==> config.mk <==
export PLATFORM = sky130hd
export DESIGN_NAME = hysteresis_lockout_dimmer_core_flat
export DESIGN_NICKNAME = d
export VERILOG_FILES = /design/src/hdl/hld_pkg.sv /design/src/hdl/hld_sample_if.sv /design/src/hdl/hld_result_if.sv /design/src/hdl/hld_cfg_if.sv /design/src/hdl/hld_serial_div.sv /design/src/hdl/hld_toggle_ctl.sv /design/src/hdl/hysteresis_lockout_dimmer_core.sv /design/src/flat_wrapper.sv
export SDC_FILE = /design/constraint.sdc
export NUM_CORES = 1
export LEC_CHECK = 0
export ABC_AREA = 1
export CAP_MARGIN = 20
export CORE_MARGIN = 2
export CORE_UTILIZATION = 45
export DETAILED_ROUTE_END_ITERATION = 10
export DONT_BUFFER_PORTS = 1
export GPL_TIMING_DRIVEN = 0
export PLACE_DENSITY = 0.69
export RECOVER_POWER = 50
export SLEW_MARGIN = 20
export SYNTH_ARGS = -nofsm -noshare
export SYNTH_HDL_FRONTEND = slang
export SYNTH_SLANG_ARGS = --single-unit
==> constraint.sdc <==
create_clock -name clk -period 5.53 [get_ports clk]
set_input_delay 1.106 -clock clk [delete_from_list [all_inputs] [get_ports clk]]
set_output_delay 1.106 -clock clk [all_outputs]
set_load 0.05 [all_outputs]
==> src/hdl/hld_pkg.sv <==
// ----------------------------------------------------------------------------
// hld_pkg
// Shared widths, register indexes, reset values and control structs for the
// hysteresis lockout dimmer.
// ----------------------------------------------------------------------------
package hld_pkg;

  localparam int THRESH_W   = 12;
  localparam int DUTY_W     = 16;
  localparam int LOCKOUT_W  = 16;
  localparam int CFG_IDX_W  = 3;
  localparam int CFG_DATA_W = 16;

  localparam logic [CFG_IDX_W-1:0] REG_THRESHOLD_LOW  = 3'd0;
  localparam logic [CFG_IDX_W-1:0] REG_THRESHOLD_HIGH = 3'd1;
  localparam logic [CFG_IDX_W-1:0] REG_LOCKOUT_MS     = 3'd2;
  localparam logic [CFG_IDX_W-1:0] REG_DUTY_MAX       = 3'd3;
  localparam logic [CFG_IDX_W-1:0] REG_DUTY_FLOOR     = 3'd4;

  localparam logic [THRESH_W-1:0]  RST_THRESHOLD_LOW  = 12'd1000;
  localparam logic [THRESH_W-1:0]  RST_THRESHOLD_HIGH = 12'd1500;
  localparam logic [LOCKOUT_W-1:0] RST_LOCKOUT_MS     = 16'd500;
  localparam logic [DUTY_W-1:0]    RST_DUTY_MAX       = 16'd255;
  localparam logic [DUTY_W-1:0]    RST_DUTY_FLOOR     = 16'd100;

  // Lamp decision for the request being taken
  typedef struct packed {
    logic led_on;
    logic toggled;
  } hld_flags_t;

  // Divider status towards the sequencer
  typedef struct packed {
    logic busy;
    logic done;
  } hld_div_stat_t;

endpackage

==> src/hdl/hld_sample_if.sv <==
// ----------------------------------------------------------------------------
// hld_sample_if
// Request channel: one light sample with its millisecond timestamp.
// ----------------------------------------------------------------------------
interface hld_sample_if #(
  parameter int ADC_BITS  = 12,
  parameter int TIME_BITS = 32
);
  logic                 valid;
  logic                 ready;
  logic [ADC_BITS-1:0]  level;
  logic [TIME_BITS-1:0] now_ms;

  modport source (output valid, output level, output now_ms, input ready);
  modport sink   (input valid, input level, input now_ms, output ready);
endinterface

==> src/hdl/hld_result_if.sv <==
// ----------------------------------------------------------------------------
// hld_result_if
// Result channel: LED state, PWM duty and toggle flag.
// ----------------------------------------------------------------------------
interface hld_result_if;
  logic                       valid;
  logic                       ready;
  logic                       led_on;
  logic [hld_pkg::DUTY_W-1:0] duty;
  logic                       toggled;

  modport source (output valid, output led_on, output duty, output toggled, input ready);
  modport sink   (input valid, input led_on, input duty, input toggled, output ready);
endinterface

==> src/hdl/hld_cfg_if.sv <==
// ----------------------------------------------------------------------------
// hld_cfg_if
// Configuration write channel: register index and write data.
// ----------------------------------------------------------------------------
interface hld_cfg_if;
  logic                           valid;
  logic                           ready;
  logic [hld_pkg::CFG_IDX_W-1:0]  index;
  logic [hld_pkg::CFG_DATA_W-1:0] data;

  modport source (output valid, output index, output data, input ready);
  modport sink   (input valid, input index, input data, output ready);
endinterface

==> src/hdl/hld_serial_div.sv <==
// ----------------------------------------------------------------------------
// hld_serial_div
// Restoring divider, one quotient bit per cycle through a shift register.
// ----------------------------------------------------------------------------
module hld_serial_div #(
  parameter int N_W = 28,
  parameter int D_W = 12
) (
  input  logic                   clk,
  input  logic                   rst,
  input  logic                   start,
  input  logic [N_W-1:0]         dividend,
  input  logic [D_W-1:0]         divisor,
  output logic [N_W-1:0]         quotient,
  output hld_pkg::hld_div_stat_t stat
);
  localparam int CNT_W = $clog2(N_W + 1);

  logic [N_W-1:0]   dq;
  logic [D_W-1:0]   rem;
  logic [CNT_W-1:0] cnt;
  logic             busy;
  logic             done;
  logic [D_W:0]     sh;
  logic [D_W:0]     diff;
  logic             ge;

  // Bring down the next dividend bit and try the subtraction
  assign sh   = {rem, dq[N_W-1]};
  assign ge   = sh >= {1'b0, divisor};
  assign diff = sh - {1'b0, divisor};

  always_ff @(posedge clk) begin
    if (rst) begin
      busy <= 1'b0;
      done <= 1'b0;
      cnt  <= '0;
    end else begin
      done <= 1'b0;
      if (start) begin
        busy <= 1'b1;
        cnt  <= CNT_W'(N_W);
      end else if (busy) begin
        cnt <= cnt - 1'b1;
        if (cnt == CNT_W'(1)) begin
          busy <= 1'b0;
          done <= 1'b1;
        end
      end
    end
  end

  always_ff @(posedge clk) begin
    if (start) begin
      dq  <= dividend;
      rem <= '0;
    end else if (busy) begin
      dq  <= {dq[N_W-2:0], ge};
      rem <= ge ? diff[D_W-1:0] : sh[D_W-1:0];
    end
  end

  assign quotient  = dq;
  assign stat.busy = busy;
  assign stat.done = done;

endmodule

==> src/hdl/hld_toggle_ctl.sv <==
// ----------------------------------------------------------------------------
// hld_toggle_ctl
// Hysteresis and lockout decision; holds lamp state and last toggle time.
// ----------------------------------------------------------------------------
module hld_toggle_ctl #(
  parameter int ADC_BITS  = 12,
  parameter int TIME_BITS = 32
) (
  input  logic                            clk,
  input  logic                            rst,
  input  logic                            take,
  input  logic [ADC_BITS-1:0]             level,
  input  logic [TIME_BITS-1:0]            now,
  input  logic [hld_pkg::THRESH_W-1:0]    threshold_low,
  input  logic [hld_pkg::THRESH_W-1:0]    threshold_high,
  input  logic [hld_pkg::LOCKOUT_W-1:0]   lockout_ms,
  output hld_pkg::hld_flags_t             flags
);
  localparam int CMP_W = (ADC_BITS > hld_pkg::THRESH_W) ? ADC_BITS : hld_pkg::THRESH_W;

  logic                 lamp_state;
  logic [TIME_BITS-1:0] last_toggle_time;
  logic [TIME_BITS-1:0] elapsed;
  logic                 time_ok;
  logic                 go_on;
  logic                 go_off;

  // Elapsed time wraps with the timestamp
  assign elapsed = now - last_toggle_time;
  assign time_ok = elapsed >= TIME_BITS'(lockout_ms);
  assign go_on   = !lamp_state && (CMP_W'(level) < CMP_W'(threshold_low)) && time_ok;
  assign go_off  = lamp_state && (CMP_W'(level) > CMP_W'(threshold_high)) && time_ok;

  assign flags.toggled = go_on || go_off;
  assign flags.led_on  = lamp_state ^ (go_on || go_off);

  always_ff @(posedge clk) begin
    if (rst) begin
      lamp_state       <= 1'b0;
      last_toggle_time <= '0;
    end else if (take && (go_on || go_off)) begin
      lamp_state       <= !lamp_state;
      last_toggle_time <= now;
    end
  end

endmodule

==> src/hdl/hysteresis_lockout_dimmer_core.sv <==
// A request is taken only in the idle state, so the next one waits until the previous
// result has moved into the output register; the bit-serial divider produces one
//   quotient bit per cycle over ADC_BITS + 16 bits.
// A new request is taken while the previous result still waits at the output.
// Reset (rst, synchronous, active high): LED off, last toggle time 0,
//   registers back to 1000 / 1500 / 500 / 255 / 100.
// ----------------------------------------------------------------------------
// hysteresis_lockout_dimmer_core
// Light-driven LED switch with hysteresis, toggle lockout and a dimming
// duty that falls linearly with the light level while the floor is below max.
// ----------------------------------------------------------------------------
module hysteresis_lockout_dimmer_core #(
  parameter int ADC_BITS  = 12,
  parameter int TIME_BITS = 32
) (
  input  logic                clk,
  input  logic                rst,
  hld_sample_if.sink          sample,
  hld_result_if.source        result,
  hld_cfg_if.sink             cfg
);
  localparam int DW  = hld_pkg::DUTY_W;
  localparam int N_W = ADC_BITS + DW;

  // Sequencer codes
  localparam logic [1:0] ST_IDLE = 2'd0;
  localparam logic [1:0] ST_MUL  = 2'd1;
  localparam logic [1:0] ST_DIV  = 2'd2;
  localparam logic [1:0] ST_DONE = 2'd3;

  // Configuration registers
  logic [hld_pkg::THRESH_W-1:0]  threshold_low;
  logic [hld_pkg::THRESH_W-1:0]  threshold_high;
  logic [hld_pkg::LOCKOUT_W-1:0] lockout_ms;
  logic [DW-1:0]                 duty_max;
  logic [DW-1:0]                 duty_floor;

  logic [1:0]                    st;
  logic                          take;
  hld_pkg::hld_flags_t           flags;
  hld_pkg::hld_flags_t           flags_r;
  hld_pkg::hld_div_stat_t        div_stat;
  logic [ADC_BITS-1:0]           level_r;
  logic [DW-1:0]                 dmag;
  logic                          d_neg;
  logic [N_W-1:0]                prod;
  logic [N_W-1:0]                quot;
  logic [DW-1:0]                 duty_calc;
  logic [DW-1:0]                 duty_pend;
  logic                          res_valid;
  logic                          res_led;
  logic                          res_toggled;
  logic [DW-1:0]                 res_duty;
  logic                          out_free;

  assign cfg.ready = 1'b1;

  always_ff @(posedge clk) begin
    if (rst) begin
      threshold_low  <= hld_pkg::RST_THRESHOLD_LOW;
      threshold_high <= hld_pkg::RST_THRESHOLD_HIGH;
      lockout_ms     <= hld_pkg::RST_LOCKOUT_MS;
      duty_max       <= hld_pkg::RST_DUTY_MAX;
      duty_floor     <= hld_pkg::RST_DUTY_FLOOR;
    end else if (cfg.valid) begin
      case (cfg.index)
        hld_pkg::REG_THRESHOLD_LOW:  threshold_low  <= cfg.data[hld_pkg::THRESH_W-1:0];
        hld_pkg::REG_THRESHOLD_HIGH: threshold_high <= cfg.data[hld_pkg::THRESH_W-1:0];
        hld_pkg::REG_LOCKOUT_MS:     lockout_ms     <= cfg.data;
        hld_pkg::REG_DUTY_MAX:       duty_max       <= cfg.data;
        hld_pkg::REG_DUTY_FLOOR:     duty_floor     <= cfg.data;
        default: ;  // drop writes beyond the register list
      endcase
    end
  end

  // Slope magnitude and sign follow the configuration; config is to move only
  // while idle (the block does not enforce it), so this is settled before the multiply.
  always_ff @(posedge clk) begin
    d_neg <= duty_floor < duty_max;
    dmag  <= (duty_floor < duty_max) ? duty_max - duty_floor : duty_floor - duty_max;
  end

  // Hysteresis decision happens as the request is taken
  assign take         = sample.valid && sample.ready;
  assign sample.ready = (st == ST_IDLE);

  hld_toggle_ctl #(
    .ADC_BITS  (ADC_BITS),
    .TIME_BITS (TIME_BITS)
  ) u_toggle (
    .clk            (clk),
    .rst            (rst),
    .take           (take),
    .level          (sample.level),
    .now            (sample.now_ms),
    .threshold_low  (threshold_low),
    .threshold_high (threshold_high),
    .lockout_ms     (lockout_ms),
    .flags          (flags)
  );

  always_ff @(posedge clk) begin
    if (take) begin
      level_r <= sample.level;
      flags_r <= flags;
    end
  end

  // Product level * |floor - max| loads straight into the divider
  assign prod = level_r * dmag;

  hld_serial_div #(
    .N_W (N_W),
    .D_W (hld_pkg::THRESH_W)
  ) u_div (
    .clk      (clk),
    .rst      (rst),
    .start    (st == ST_MUL),
    .dividend (prod),
    .divisor  (threshold_low),
    .quotient (quot),
    .stat     (div_stat)
  );

  // Off gives 0, a zero low threshold gives floor; else ordered clamp per slope sign:
  //   rising (floor >= max): quotient below slope gives floor, else max
  //   falling:               quotient above slope gives floor, else max - quotient
  always_comb begin
    if (!flags_r.led_on) begin
      duty_calc = '0;
    end else if (threshold_low == '0) begin
      duty_calc = duty_floor;
    end else if (!d_neg) begin
      duty_calc = (quot < N_W'(dmag)) ? duty_floor : duty_max;
    end else begin
      duty_calc = (quot > N_W'(dmag)) ? duty_floor : duty_max - quot[DW-1:0];
    end
  end

  assign out_free = !res_valid || result.ready;

  always_ff @(posedge clk) begin
    if (rst) begin
      st <= ST_IDLE;
    end else begin
      case (st)
        ST_IDLE: if (take) st <= ST_MUL;
        ST_MUL:  st <= ST_DIV;
        ST_DIV:  if (div_stat.done) st <= ST_DONE;
        ST_DONE: if (out_free) st <= ST_IDLE;
        default: st <= ST_IDLE;
      endcase
    end
  end

  // Hold the finished duty until the output slot frees up
  always_ff @(posedge clk) begin
    if (st == ST_DIV && div_stat.done) begin
      duty_pend <= duty_calc;
    end
  end

  always_ff @(posedge clk) begin
    if (rst) begin
      res_valid <= 1'b0;
    end else if (st == ST_DONE && out_free) begin
      res_valid <= 1'b1;
    end else if (result.ready) begin
      res_valid <= 1'b0;
    end
  end

  always_ff @(posedge clk) begin
    if (st == ST_DONE && out_free) begin
      res_led     <= flags_r.led_on;
      res_toggled <= flags_r.toggled;
      res_duty    <= duty_pend;
    end
  end

  assign result.valid   = res_valid;
  assign result.led_on  = res_led;
  assign result.duty    = res_duty;
  assign result.toggled = res_toggled;

endmodule

==> src/flat_wrapper.sv <==
// flat-port wrapper written by rule: the top's interface ports become plain ports
module hysteresis_lockout_dimmer_core_flat 
#(
  parameter int ADC_BITS  = 12,
  parameter int TIME_BITS = 32
)
  (clk, rst, sample_valid, sample_level, sample_now_ms, sample_ready, result_valid, result_led_on, result_duty, result_toggled, result_ready, cfg_valid, cfg_index, cfg_data, cfg_ready);
  hld_sample_if #(.ADC_BITS(ADC_BITS), .TIME_BITS(TIME_BITS)) sample_i ();
  hld_result_if result_i ();
  hld_cfg_if cfg_i ();
  input  logic clk;
  input  logic rst;
  input wire logic [$bits(sample_i.valid)-1:0] sample_valid;
  input wire logic [$bits(sample_i.level)-1:0] sample_level;
  input wire logic [$bits(sample_i.now_ms)-1:0] sample_now_ms;
  output wire logic [$bits(sample_i.ready)-1:0] sample_ready;
  output wire logic [$bits(result_i.valid)-1:0] result_valid;
  output wire logic [$bits(result_i.led_on)-1:0] result_led_on;
  output wire logic [$bits(result_i.duty)-1:0] result_duty;
  output wire logic [$bits(result_i.toggled)-1:0] result_toggled;
  input wire logic [$bits(result_i.ready)-1:0] result_ready;
  input wire logic [$bits(cfg_i.valid)-1:0] cfg_valid;
  input wire logic [$bits(cfg_i.index)-1:0] cfg_index;
  input wire logic [$bits(cfg_i.data)-1:0] cfg_data;
  output wire logic [$bits(cfg_i.ready)-1:0] cfg_ready;
  assign sample_i.valid = sample_valid;
  assign sample_i.level = sample_level;
  assign sample_i.now_ms = sample_now_ms;
  assign sample_ready = sample_i.ready;
  assign result_valid = result_i.valid;
  assign result_led_on = result_i.led_on;
  assign result_duty = result_i.duty;
  assign result_toggled = result_i.toggled;
  assign result_i.ready = result_ready;
  assign cfg_i.valid = cfg_valid;
  assign cfg_i.index = cfg_index;
  assign cfg_i.data = cfg_data;
  assign cfg_ready = cfg_i.ready;
  hysteresis_lockout_dimmer_core #(.ADC_BITS(ADC_BITS), .TIME_BITS(TIME_BITS)) u_core (.clk(clk), .rst(rst), .sample(sample_i), .result(result_i), .cfg(cfg_i));
endmodule
==> results.yml, run 1 <==
yosys:
  seq_area_frac_synth_pct: 23.5
  ys_warn_count: 0
  async_flop_share_pct: 0
  synthesis.nets: 3504
  synth_area_um2: 21900
  synth_largest_area_cell: "fa_1"
  synth_cell_types: 57
  ys_seq_elements: 220
  synth_edf_count: 76
  synth_top_area_share_pct: 13.2
  syn-mean-instance-area_um2: 7.14
  syn_inst: 3075
  synth_area_leaders: "fa_1, dfxtp_1, nand2_1"
  ys.flop_type: "dfxtp_1"
layout:
  nets: 3551
  final_common_cell: "nand2_1"
  layout_common_cells: "nand2_1, inv_1, ha_1"
  drive_gt1_share_pct: 9.39
  nFillCells: 4740
  diodes: 0
  syn2layout_area_growth_pct: 10.6
setup_path:
  cp.required_ps: 5830
  crit_arrival_ps: 5680
  end_kind: "register"
  slowest_delay_ps: 550
  cp_common_cell: "inv_1"
  crit_type: "reg2reg"
  crit_fanout: 10
  crit_path_start_kind: "register"
  cp_slowest_cell: "fa_1"
  worstPathCellList: "buf_6 -> clkbuf_8 -> nand2_1 -> inv_1 -> fa_1 -> inv_1 -> fa_1 -> inv_1 -> fa_1 -> fa_1 -> inv_1 -> fa_1 -> inv_1 -> ha_4 -> nand2_1 -> inv_1 -> nand2_1 -> o221ai_2 -> nand2_1 -> nand3_1 -> or2_2 -> nand3_1 -> nand2_1"
floorplanning:
  die_area_um2: 50600
  coreArea_um2: 47900
  initial_core_util_pct: 45.8
  dieWidth_um: 225
  fp-row-count: 80
  io_pins: 89
  die_height_um: 225
routing:
  drt-initial-drc-count: 1498
  dr.pass1.iters: 5
  route.detailed.drc: 0
  wl_per_cell_um: 16.7
  vias: 19500
  wl_um: 62700
  ant_nets: 0
  vias_per_cell: 5.19
global_route:
  grt_max_degree: 34
  overflow: 0
  grt_pass1_wl_um: 101000
  grt_usage_pct: 25.3
  grt_pass1_vias: 18800
  grt_antenna_before_repair: 1
timing:
  setup_viol: 0
  fmax_ghz: 0.186
  hold_viol: 0
  skew_ps: 12.5
  tightestPinTransition_ps: 1450
  finalCritPeriodShare_pct: 97.3
  fin_crit_ps: 5380
  fin_ws_ps: 147
  relSlewSlack_pct: 3.20
  drv_slew: 0
clock_tree:
  cts_root_buf: "clkbuf_16"
  cts_num_sinks: 220
  clkTransAtPathRegs_ps: 70
  cts_buffers: 25
  cts_tree: "built"
  clock_path_buffers: 3
  clk_latency_ps: 550
  htreeDepth: 1
placement:
  io_buffers: 0
  pre_cts_ws_ps: -964
  globalplace.congestion: 0.925
  place_hpwl_um: 49600
run_status:
  status: "completed"
job:
  maxCapViolations: 0
worst_hold_path:
  hold_path.class: "reg2reg"
==> cell families (layout without fill, tap and decap cells) <==
family	after synthesis	in the layout	share of synthesized area, %
and+or+nand+nor	1153	1153	21.9
other	1	1	0.0171
DFF	220	220	23.5
adders and majority gates	361	361	25.5
xor gates and xnor gates	78	78	3.11
AOI/OAI and AO/OA	475	475	12.0
buffers and inverters	787	853	13.8
==> path summary, 6_finish.rpt <==
kind | slack (ps) | endpoint | cells past startpoint | startpoint
max | 150 | u_core.u_div.quotient[27] | 23 | u_core.level_r[10]
min | 420 | u_core.result.duty[12] | 0 | u_core.duty_pend[12]
max reg2reg | 150 | u_core.u_div.quotient[27] | 23 | u_core.level_r[10]
min reg2reg | 420 | u_core.result.duty[12] | 0 | u_core.duty_pend[12]
==> worst max-delay path: cells and delay by family, from the launching register on <==
family | cells | cell delay (ps)
buffers and inverters | 8 | 700
adder cells (fa/ha/maj) | 6 | 2880
AND/OR/NAND/NOR | 8 | 930
AO/OA/AOI/OAI | 1 | 120
flip-flops | 1 | 490
==> what timing repair did <==
action	in CTS	in global routing
setup buffers	16	15
pin swaps	4	57
resized for setup	68	101
cloned	0	1
hold buffers	0	0
endpoints found under the setup margin	19	13
==> layer usage <==
layer | vias up | part of all wire, % | track usage, %
met5 | - | 0 | 0
met4 | 0 | 3.7 | 9.42
met3 | 133 | 8.6 | 5.94
met2 | 665 | 45 | 40.5
met1 | 9031 | 43 | 33.3
li1 | 9672 | - | -
==> layout make-up <==
class / count / area, um2 / area share, %
plain buffers: 97 / 627 / 2.58
clock inverters: 17 / 149 / 0.613
repair buffers: 33 / 297 / 1.22
well taps: 615 / 769 / 3.17
flip-flops and latches: 220 / 5170 / 21.3
inverters: 677 / 2540 / 10.5
clock buffers: 29 / 651 / 2.68
multi-input cells: 2068 / 14100 / 58.0
==> sequential cells by signal, summed over array words and instances (netlist names), 2 cells and up <==
name / flops
u_core.duty_floor: 16
u_core.duty_max: 16
u_core.level_r: 12
u_core.result.duty: 16
u_core.flags_r: 2
u_core.u_div.rem: 12
u_core.duty_pend: 16
u_core.threshold_low: 12
u_core.threshold_high: 12
u_core.u_toggle.last_toggle_time: 32
u_core.dmag: 16
u_core.u_div.cnt: 5
u_core.st: 2
u_core.u_div.quotient: 28
u_core.lockout_ms: 16
==> metrics by stage <==
| step | utilization (%) | instance area, um2 | cells | setup TNS (ps) | hold WS [ps] |
|---|---|---|---|---|---|
| 4_1_cts | 49.7 | 23800 | 3743 | -3.57 | 419 |
| 3_5_place_dp | 47.4 | 22700 | 3691 | -10010 | 405 |
| 3_3_place_gp | 47.4 | 22700 | 3690 | -9730 | 402 |
| 5_1_grt | 50.7 | 24300 | 3756 | -49.4 | 426 |
| 2_1_floorplan | - | 21900 | 3075 | 0 | 400 |
| 6_report | 50.7 | 24300 | 3756 | 0 | 418 |
==> cells in the mapped netlist (4+ instances only) <==
| master | instances |
|---|---|
| a211oi_1 | 9 |
| a21boi_0 | 7 |
| a21o_1 | 10 |
| a21oi_1 | 179 |
| a31oi_1 | 13 |
| clkbuf_1 | 99 |
| dfxtp_1 | 144 |
| edfxtp_1 | 76 |
| fa_1 | 145 |
| ha_1 | 216 |
| inv_1 | 635 |
| inv_2 | 40 |
| nand2_1 | 755 |
| nand2_2 | 42 |
| nand3_1 | 66 |
| nand4_1 | 49 |
| nor2_1 | 185 |
| nor2_2 | 7 |
| nor3_1 | 17 |
| nor4_1 | 6 |
| o211ai_1 | 30 |
| o21ai_0 | 191 |
| o21ai_1 | 4 |
| o21bai_1 | 7 |
| o22ai_1 | 6 |
| or2_2 | 9 |
| xnor2_1 | 24 |
| xor2_1 | 54 |
Power of run 1 is left out: the tool's default activity adds up to more than one toggle a clock period on the data nets, which glitch-free logic cannot reach.
==> inputs of run 2 (changes only) <==
--- a/config.mk
+++ b/config.mk
@@ -11,7 +11,7 @@
 export CORE_UTILIZATION = 45
 export DETAILED_ROUTE_END_ITERATION = 10
 export DONT_BUFFER_PORTS = 1
-export GPL_TIMING_DRIVEN = 0
+export GPL_TIMING_DRIVEN = 1
 export PLACE_DENSITY = 0.69
 export RECOVER_POWER = 50
 export SLEW_MARGIN = 20
==> run 2 against run 1 <==
  * Setup slack better by 82 ps
  * Final area is 1.6% lower
  * Via count is 4.0% lower
  * Critical path depth stayed put
  * Non-clock buffer count is 57 lower
  * Clock skew is 2.9 ps lower
  * Sequential cell count stayed put
  * Worst hold slack better by 2.6 ps
  * First-iteration DRC count is 21% lower
  * Critical endpoint is now u_core.u_div.quotient[23]
==> results.yml, run 2 (synthesized netlist as in run 1, its figures left out) <==
floorplanning:
  fp-row-count: 80
  dieWidth_um: 225
  coreArea_um2: 47900
  io_pins: 89
  die_area_um2: 50600
  initial_core_util_pct: 45.8
  die_height_um: 225
global_route:
  grt_antenna_before_repair: 2
  grt_max_degree: 92
  grt_usage_pct: 23.1
  grt_pass1_vias: 17900
  overflow: 0
  grt_pass1_wl_um: 93200
layout:
  drive_gt1_share_pct: 8.42
  largest_reg_flops: 32
  regMostFlops: "u_core.u_toggle.last_toggle_time"
  layout_common_cells: "nand2_1, inv_1, ha_1"
  final_util_pct: 49.9
  nets: 3496
  final_common_cell: "nand2_1"
  syn2layout_area_growth_pct: 8.92
  design_area_um2: 23900
timing:
  fin_crit_ps: 5300
  tightestPinTransition_ps: 1030
  tns_ps: 0
  fmax_ghz: 0.189
  relSlewSlack_pct: 30.9
  setup_viol: 0
  skew_ps: 9.55
  rsz0062_at_grt: "yes"
  drv_slew: 0
  hold_viol: 0
  finalCritPeriodShare_pct: 95.9
setup_path:
  worstPathCellList: "buf_4 -> buf_4 -> nand2_1 -> fa_1 -> inv_1 -> fa_1 -> fa_1 -> fa_1 -> inv_1 -> fa_1 -> inv_1 -> ha_2 -> a21oi_1 -> inv_1 -> nand2_1 -> o211ai_1 -> a21oi_2 -> o21bai_1 -> nand2_1 -> nand2_1 -> or2_2 -> nand3_1 -> nand2_1"
  cp.required_ps: 5840
  worstSetupEndpoint: "u_core.u_div.quotient[23]"
  cp_slowest_cell: "fa_1"
  rr_endpoint: "u_core.u_div.quotient[23]"
  crit_path_start_kind: "register"
  worstRegToRegCells: 23
  crit_start: "u_core.level_r[8]"
  crit_fanout: 7
  crit_arrival_ps: 5610
  slowest_delay_ps: 550
  crit_type: "reg2reg"
  end_kind: "register"
  worstReg2RegStart: "u_core.level_r[8]"
  r2r_slack_ps: 230
clock_tree:
  cts_root_buf: "clkbuf_16"
  cts_num_sinks: 220
  clk_latency_ps: 550
  clock_path_buffers: 3
  cts_buffers: 27
  clkTransAtPathRegs_ps: 60
  htreeDepth: 1
  cts.hold.buffers_added: 0
  cts_tree: "built"
routing:
  wl_met2_um: 26000
  highest_layer: "met5"
  wl_per_cell_um: 15.5
  ant_nets: 0
  wl_um: 57300
  wl_met3_um: 4080
  drt-initial-drc-count: 1183
  dr.pass1.iters: 5
  vias_per_cell: 5.06
  vias: 18700
  route.detailed.drc: 0
  wl_met1_um: 25400
run_status:
  status: "completed"
placement:
  globalplace.congestion: 0.963
  place_area_um2: 22700
  io_buffers: 0
  place_hpwl_um: 46000
job:
  maxCapViolations: 0
worst_hold_path:
  hold_path.class: "reg2reg"
==> run 2: changes by cell type in the layout (fill, tap and decap cells not counted), sizes merged, moves of 3 or more <==
cell	change
clkinvlp	-4
clkbuf	-70
buf	+19
bufinv	+3
==> run 2: layout make-up <==
cell class / count / area (um2)
Antenna cell: 1 / 2.50
Clock buffer: 35 / 777
Clock inverter: 14 / 189
Fill cell: 4741 / 24000
Inverter: 677 / 2540
Multi-Input combinational cell: 2068 / 13900
Sequential cell: 220 / 5170
Tap cell: 615 / 769
Timing Repair Buffer: 73 / 578
==> run 2: how the worst min path moves through the flow <==
stage               slack, ps  cells past startpoint            startpoint                endpoint
finish                    420                      0  u_core.duty_pend[14]  u_core.result.duty[14]
floorplan                 400                      0   u_core.duty_pend[0]   u_core.result.duty[0]
detailed placement        410                      0  u_core.duty_pend[14]  u_core.result.duty[14]
CTS                       420                      0  u_core.duty_pend[14]  u_core.result.duty[14]
global placement          400                      0   u_core.duty_pend[5]   u_core.result.duty[5]
global route              430                      0  u_core.duty_pend[14]  u_core.result.duty[14]
==> run 2: per-stage QoR <==
step / setup WS (ps) / hold WS [ps] / instances
final: 228 / 420 / 3703
after global routing: -84.9 / 430 / 3702
after CTS: 62.9 / 420 / 3692
after detailed placement: 73.6 / 406 / 3643
after global placement: 104 / 405 / 3643
after floorplan: 139 / 400 / 3075
==> run 2: what timing repair did <==
item                                    4_1_cts  5_1_grt
buffers inserted                              0       10
endpoints found under the setup margin        0       11
gates resized for setup                       0       29
endpoints found under the hold margin         0        0
==> run 2: worst max-delay path: cells and delay by family, from the launching register on <==
family                   cells  cell delay (ps)
adder cells (fa/ha/maj)      6             3000
AO/OA/AOI/OAI                4              530
buffers and inverters        6              570
AND/OR/NAND/NOR              7              650
flip-flops                   1              320
==> run 2: routing by layer <==
| layer | global-route usage (%) | vias to the layer above |
|---|---|---|
| met5 | 0 | - |
| met4 | 7.11 | 2 |
| met3 | 4.04 | 80 |
| met2 | 37.9 | 472 |
| met1 | 31.1 | 8637 |
| li1 | - | 9537 |
Power of run 2 is left out for the same reason.
==> inputs of run 3 (changes only) <==
--- a/config.mk
+++ b/config.mk
@@ -5,14 +5,12 @@
 export SDC_FILE = /design/constraint.sdc
 export NUM_CORES = 1
 export LEC_CHECK = 0
-export ABC_AREA = 1
-export CAP_MARGIN = 20
 export CORE_MARGIN = 2
 export CORE_UTILIZATION = 45
 export DETAILED_ROUTE_END_ITERATION = 10
 export DONT_BUFFER_PORTS = 1
 export GPL_TIMING_DRIVEN = 1
-export PLACE_DENSITY = 0.69
+export PLACE_DENSITY_LB_ADDON = 0.1
 export RECOVER_POWER = 50
 export SLEW_MARGIN = 20
 export SYNTH_ARGS = -nofsm -noshare
==> run 3 against run 2 <==
  * The run now ends with setup timing left
  * Clock skew grew 34 ps
  * Highest routed layer is now met4
  * Worst hold slack about the same
  * Via count is 9.1% lower
  * Critical path type unchanged
  * Count of clock-buffer cells in the layout unchanged
  * Setup slack worse by 470 ps
  * Register-to-register slack got worse by 470 ps
  * Non-clock buffer count up 98
  * First-iteration DRC count decreased by 6.7%
  * Final area is 0.44% lower
  * Sequential share of layout area up 0.091 points
==> results.yml, run 3 <==
clock_tree:
  cts_num_sinks: 220
  clock_path_buffers: 3
  cts_tree: "built"
  clk_latency_ps: 600
  cts_root_buf: "clkbuf_16"
  clkTransAtPathRegs_ps: 60
  cts_buffers: 28
  htreeDepth: 1
  cts.hold.buffers_added: 0
yosys:
  synth_cell_types: 81
  syn-mean-instance-area_um2: 8.46
  syn_inst: 2441
  synth.most_common_cell: "inv_1"
  synth_top_area_share_pct: 14.1
  synth_common_cells: "inv_1, nand2_1, ha_1, a21oi_1, fa_1"
  async_flop_share_pct: 0
  synthesis.nets: 2870
  synth_area_um2: 20700
  synth_area_leaders: "fa_1, dfxtp_1, ha_1"
  ys_warn_count: 0
  ys_seq_elements: 220
  ys.flop_type: "dfxtp_1"
  seq_area_frac_synth_pct: 25.0
  synth_edf_count: 76
  synth_largest_area_cell: "fa_1"
setup_path:
  cp.required_ps: 5880
  crit_fanout: 5
  r2r_slack_ps: -240
  slowest_delay_ps: 560
  cp_slowest_cell: "fa_1"
  rr_endpoint: "u_core.u_div.quotient[26]"
  worstRegToRegCells: 21
  crit_path_start_kind: "register"
  end_kind: "register"
  cp_num_buf_inv: 6
  cp_common_cell: "fa_1"
  critical-path-top-delay-family: "adder cells"
  crit_arrival_ps: 6120
  worstPathCellList: "buf_6 -> buf_6 -> and2_4 -> fa_1 -> inv_1 -> fa_1 -> inv_1 -> fa_1 -> fa_1 -> inv_2 -> fa_1 -> inv_2 -> ha_4 -> nor4b_4 -> o31ai_4 -> a21o_1 -> a31o_1 -> or4_4 -> a41oi_2 -> xnor2_1 -> mux2_4"
  crit_type: "reg2reg"
  worstReg2RegStart: "u_core.level_r[8]"
run_status:
  status: "finished with violations"
  violations: "setup timing"
global_route:
  grt_antenna_before_repair: 0
  grt_pass1_wl_um: 93800
  overflow: 0
  grt_usage_pct: 25.0
  grt_max_degree: 149
  grt_pass1_vias: 16800
floorplanning:
  dieWidth_um: 218
  initial_core_util_pct: 45.5
  coreArea_um2: 45400
  die_area_um2: 47600
  die_height_um: 218
  io_pins: 89
  fp-row-count: 78
routing:
  dr.pass1.iters: 5
  vias: 17000
  vias_per_cell: 5.38
  drt-initial-drc-count: 1104
  ant_nets: 0
  wl_um: 59200
  route.detailed.drc: 0
  wl_per_cell_um: 18.7
layout:
  largest_reg_flops: 32
  layout_common_cells: "nand2_1, inv_1, ha_1"
  syn2layout_area_growth_pct: 15.2
  regMostFlops: "u_core.u_toggle.last_toggle_time"
  nets: 2971
  final_util_pct: 52.4
  final_common_cell: "nand2_1"
  diodes: 0
  drive_gt1_share_pct: 13.5
worst_hold_path:
  hold_depth: 0
  worstHoldStart: "u_core.duty_pend[1]"
  worstHoldEndpoint: "u_core.result.duty[1]"
  hold_path.class: "reg2reg"
placement:
  globalplace.congestion: 0.902
  io_buffers: 0
  place_hpwl_um: 46300
timing:
  relSlewSlack_pct: 27.7
  fmax_ghz: 0.173
  tightestPinTransition_ps: 1080
  setup_viol: 6
  drv_slew: 0
  rsz0062_at_grt: "yes"
  skew_ps: 44.0
  tns_ps: -720
  fin_ws_ps: -244
  fin_crit_ps: 5770
  hold_viol: 0
  finalCritPeriodShare_pct: 104
job:
  maxCapViolations: 0
run 3: what timing repair did:
item	CTS	global route
gates cloned	1	0
pin swaps	29	50
setup endpoints to repair	10	45
setup buffers	22	18
gates resized for setup	56	71
run 3: worst max-delay path by stage:
stage               cells past startpoint               start                   endpoint  slack [ps]
global route                           22   u_core.level_r[4]  u_core.u_div.quotient[25]        -390
global placement                       21   u_core.level_r[8]  u_core.u_div.quotient[25]        -340
finish                                 21   u_core.level_r[8]  u_core.u_div.quotient[26]        -240
detailed placement                     21      u_core.dmag[3]  u_core.u_div.quotient[25]        -540
CTS                                    22   u_core.level_r[5]  u_core.u_div.quotient[26]        -230
floorplan                              19  u_core.level_r[10]  u_core.u_div.quotient[26]           6
run 3: cell families (layout without fill, tap and decap cells):
logic type	count (synthesis)	in the layout	share of synthesized area, %
buf+inv	453	576	8.41
mux	58	58	2.89
flops	220	220	25.0
simple gates	802	802	18.8
compound gates	477	477	14.8
other cells	1	1	0.0182
fa+ha+maj	361	361	27.1
xor+xnor	69	69	2.93
run 3: per-stage QoR:
step                hold WS [ps]  instance area (um2)  cells  setup slack (ps)
finish                       421                23800   3164              -244
floorplan                    400                20800   2441              5.62
CTS                          424                23500   3148              -227
detailed placement           416                22100   3075              -538
global placement             405                22100   3075              -343
global route                 428                23800   3164              -388
run 3: cell type report:
class / count / area, um2
flip-flops and latches: 220 / 5170
repair buffers: 171 / 1380
fillers: 4335 / 21600
inverters: 353 / 1330
clock buffers: 35 / 748
clock inverters: 17 / 201
multi-input cells: 1768 / 14200
well taps: 600 / 751
run 3: per-layer routing:
metal  part of all wire, %  global-route usage (%)
met5                     0                       0
met4                   1.7                    4.49
met3                   5.4                    4.24
met2                    45                    39.2
met1                    48                    36.5
run 3: worst reg2reg max path, cell delays in order, from the launching register on:
cell and delay, ps:
edfxtp_1 400, buf_6 160, buf_6 110, and2_4 120, fa_1 470, inv_1 50, fa_1 510, inv_1 60
fa_1 480, fa_1 570, inv_2 40, fa_1 540, inv_2 50, ha_4 160, nor4b_4 340, o31ai_4 100
a21o_1 200, a31o_1 230, or4_4 450, a41oi_2 170, xnor2_1 80, mux2_4 260
Power of run 3 is left out for the same reason.
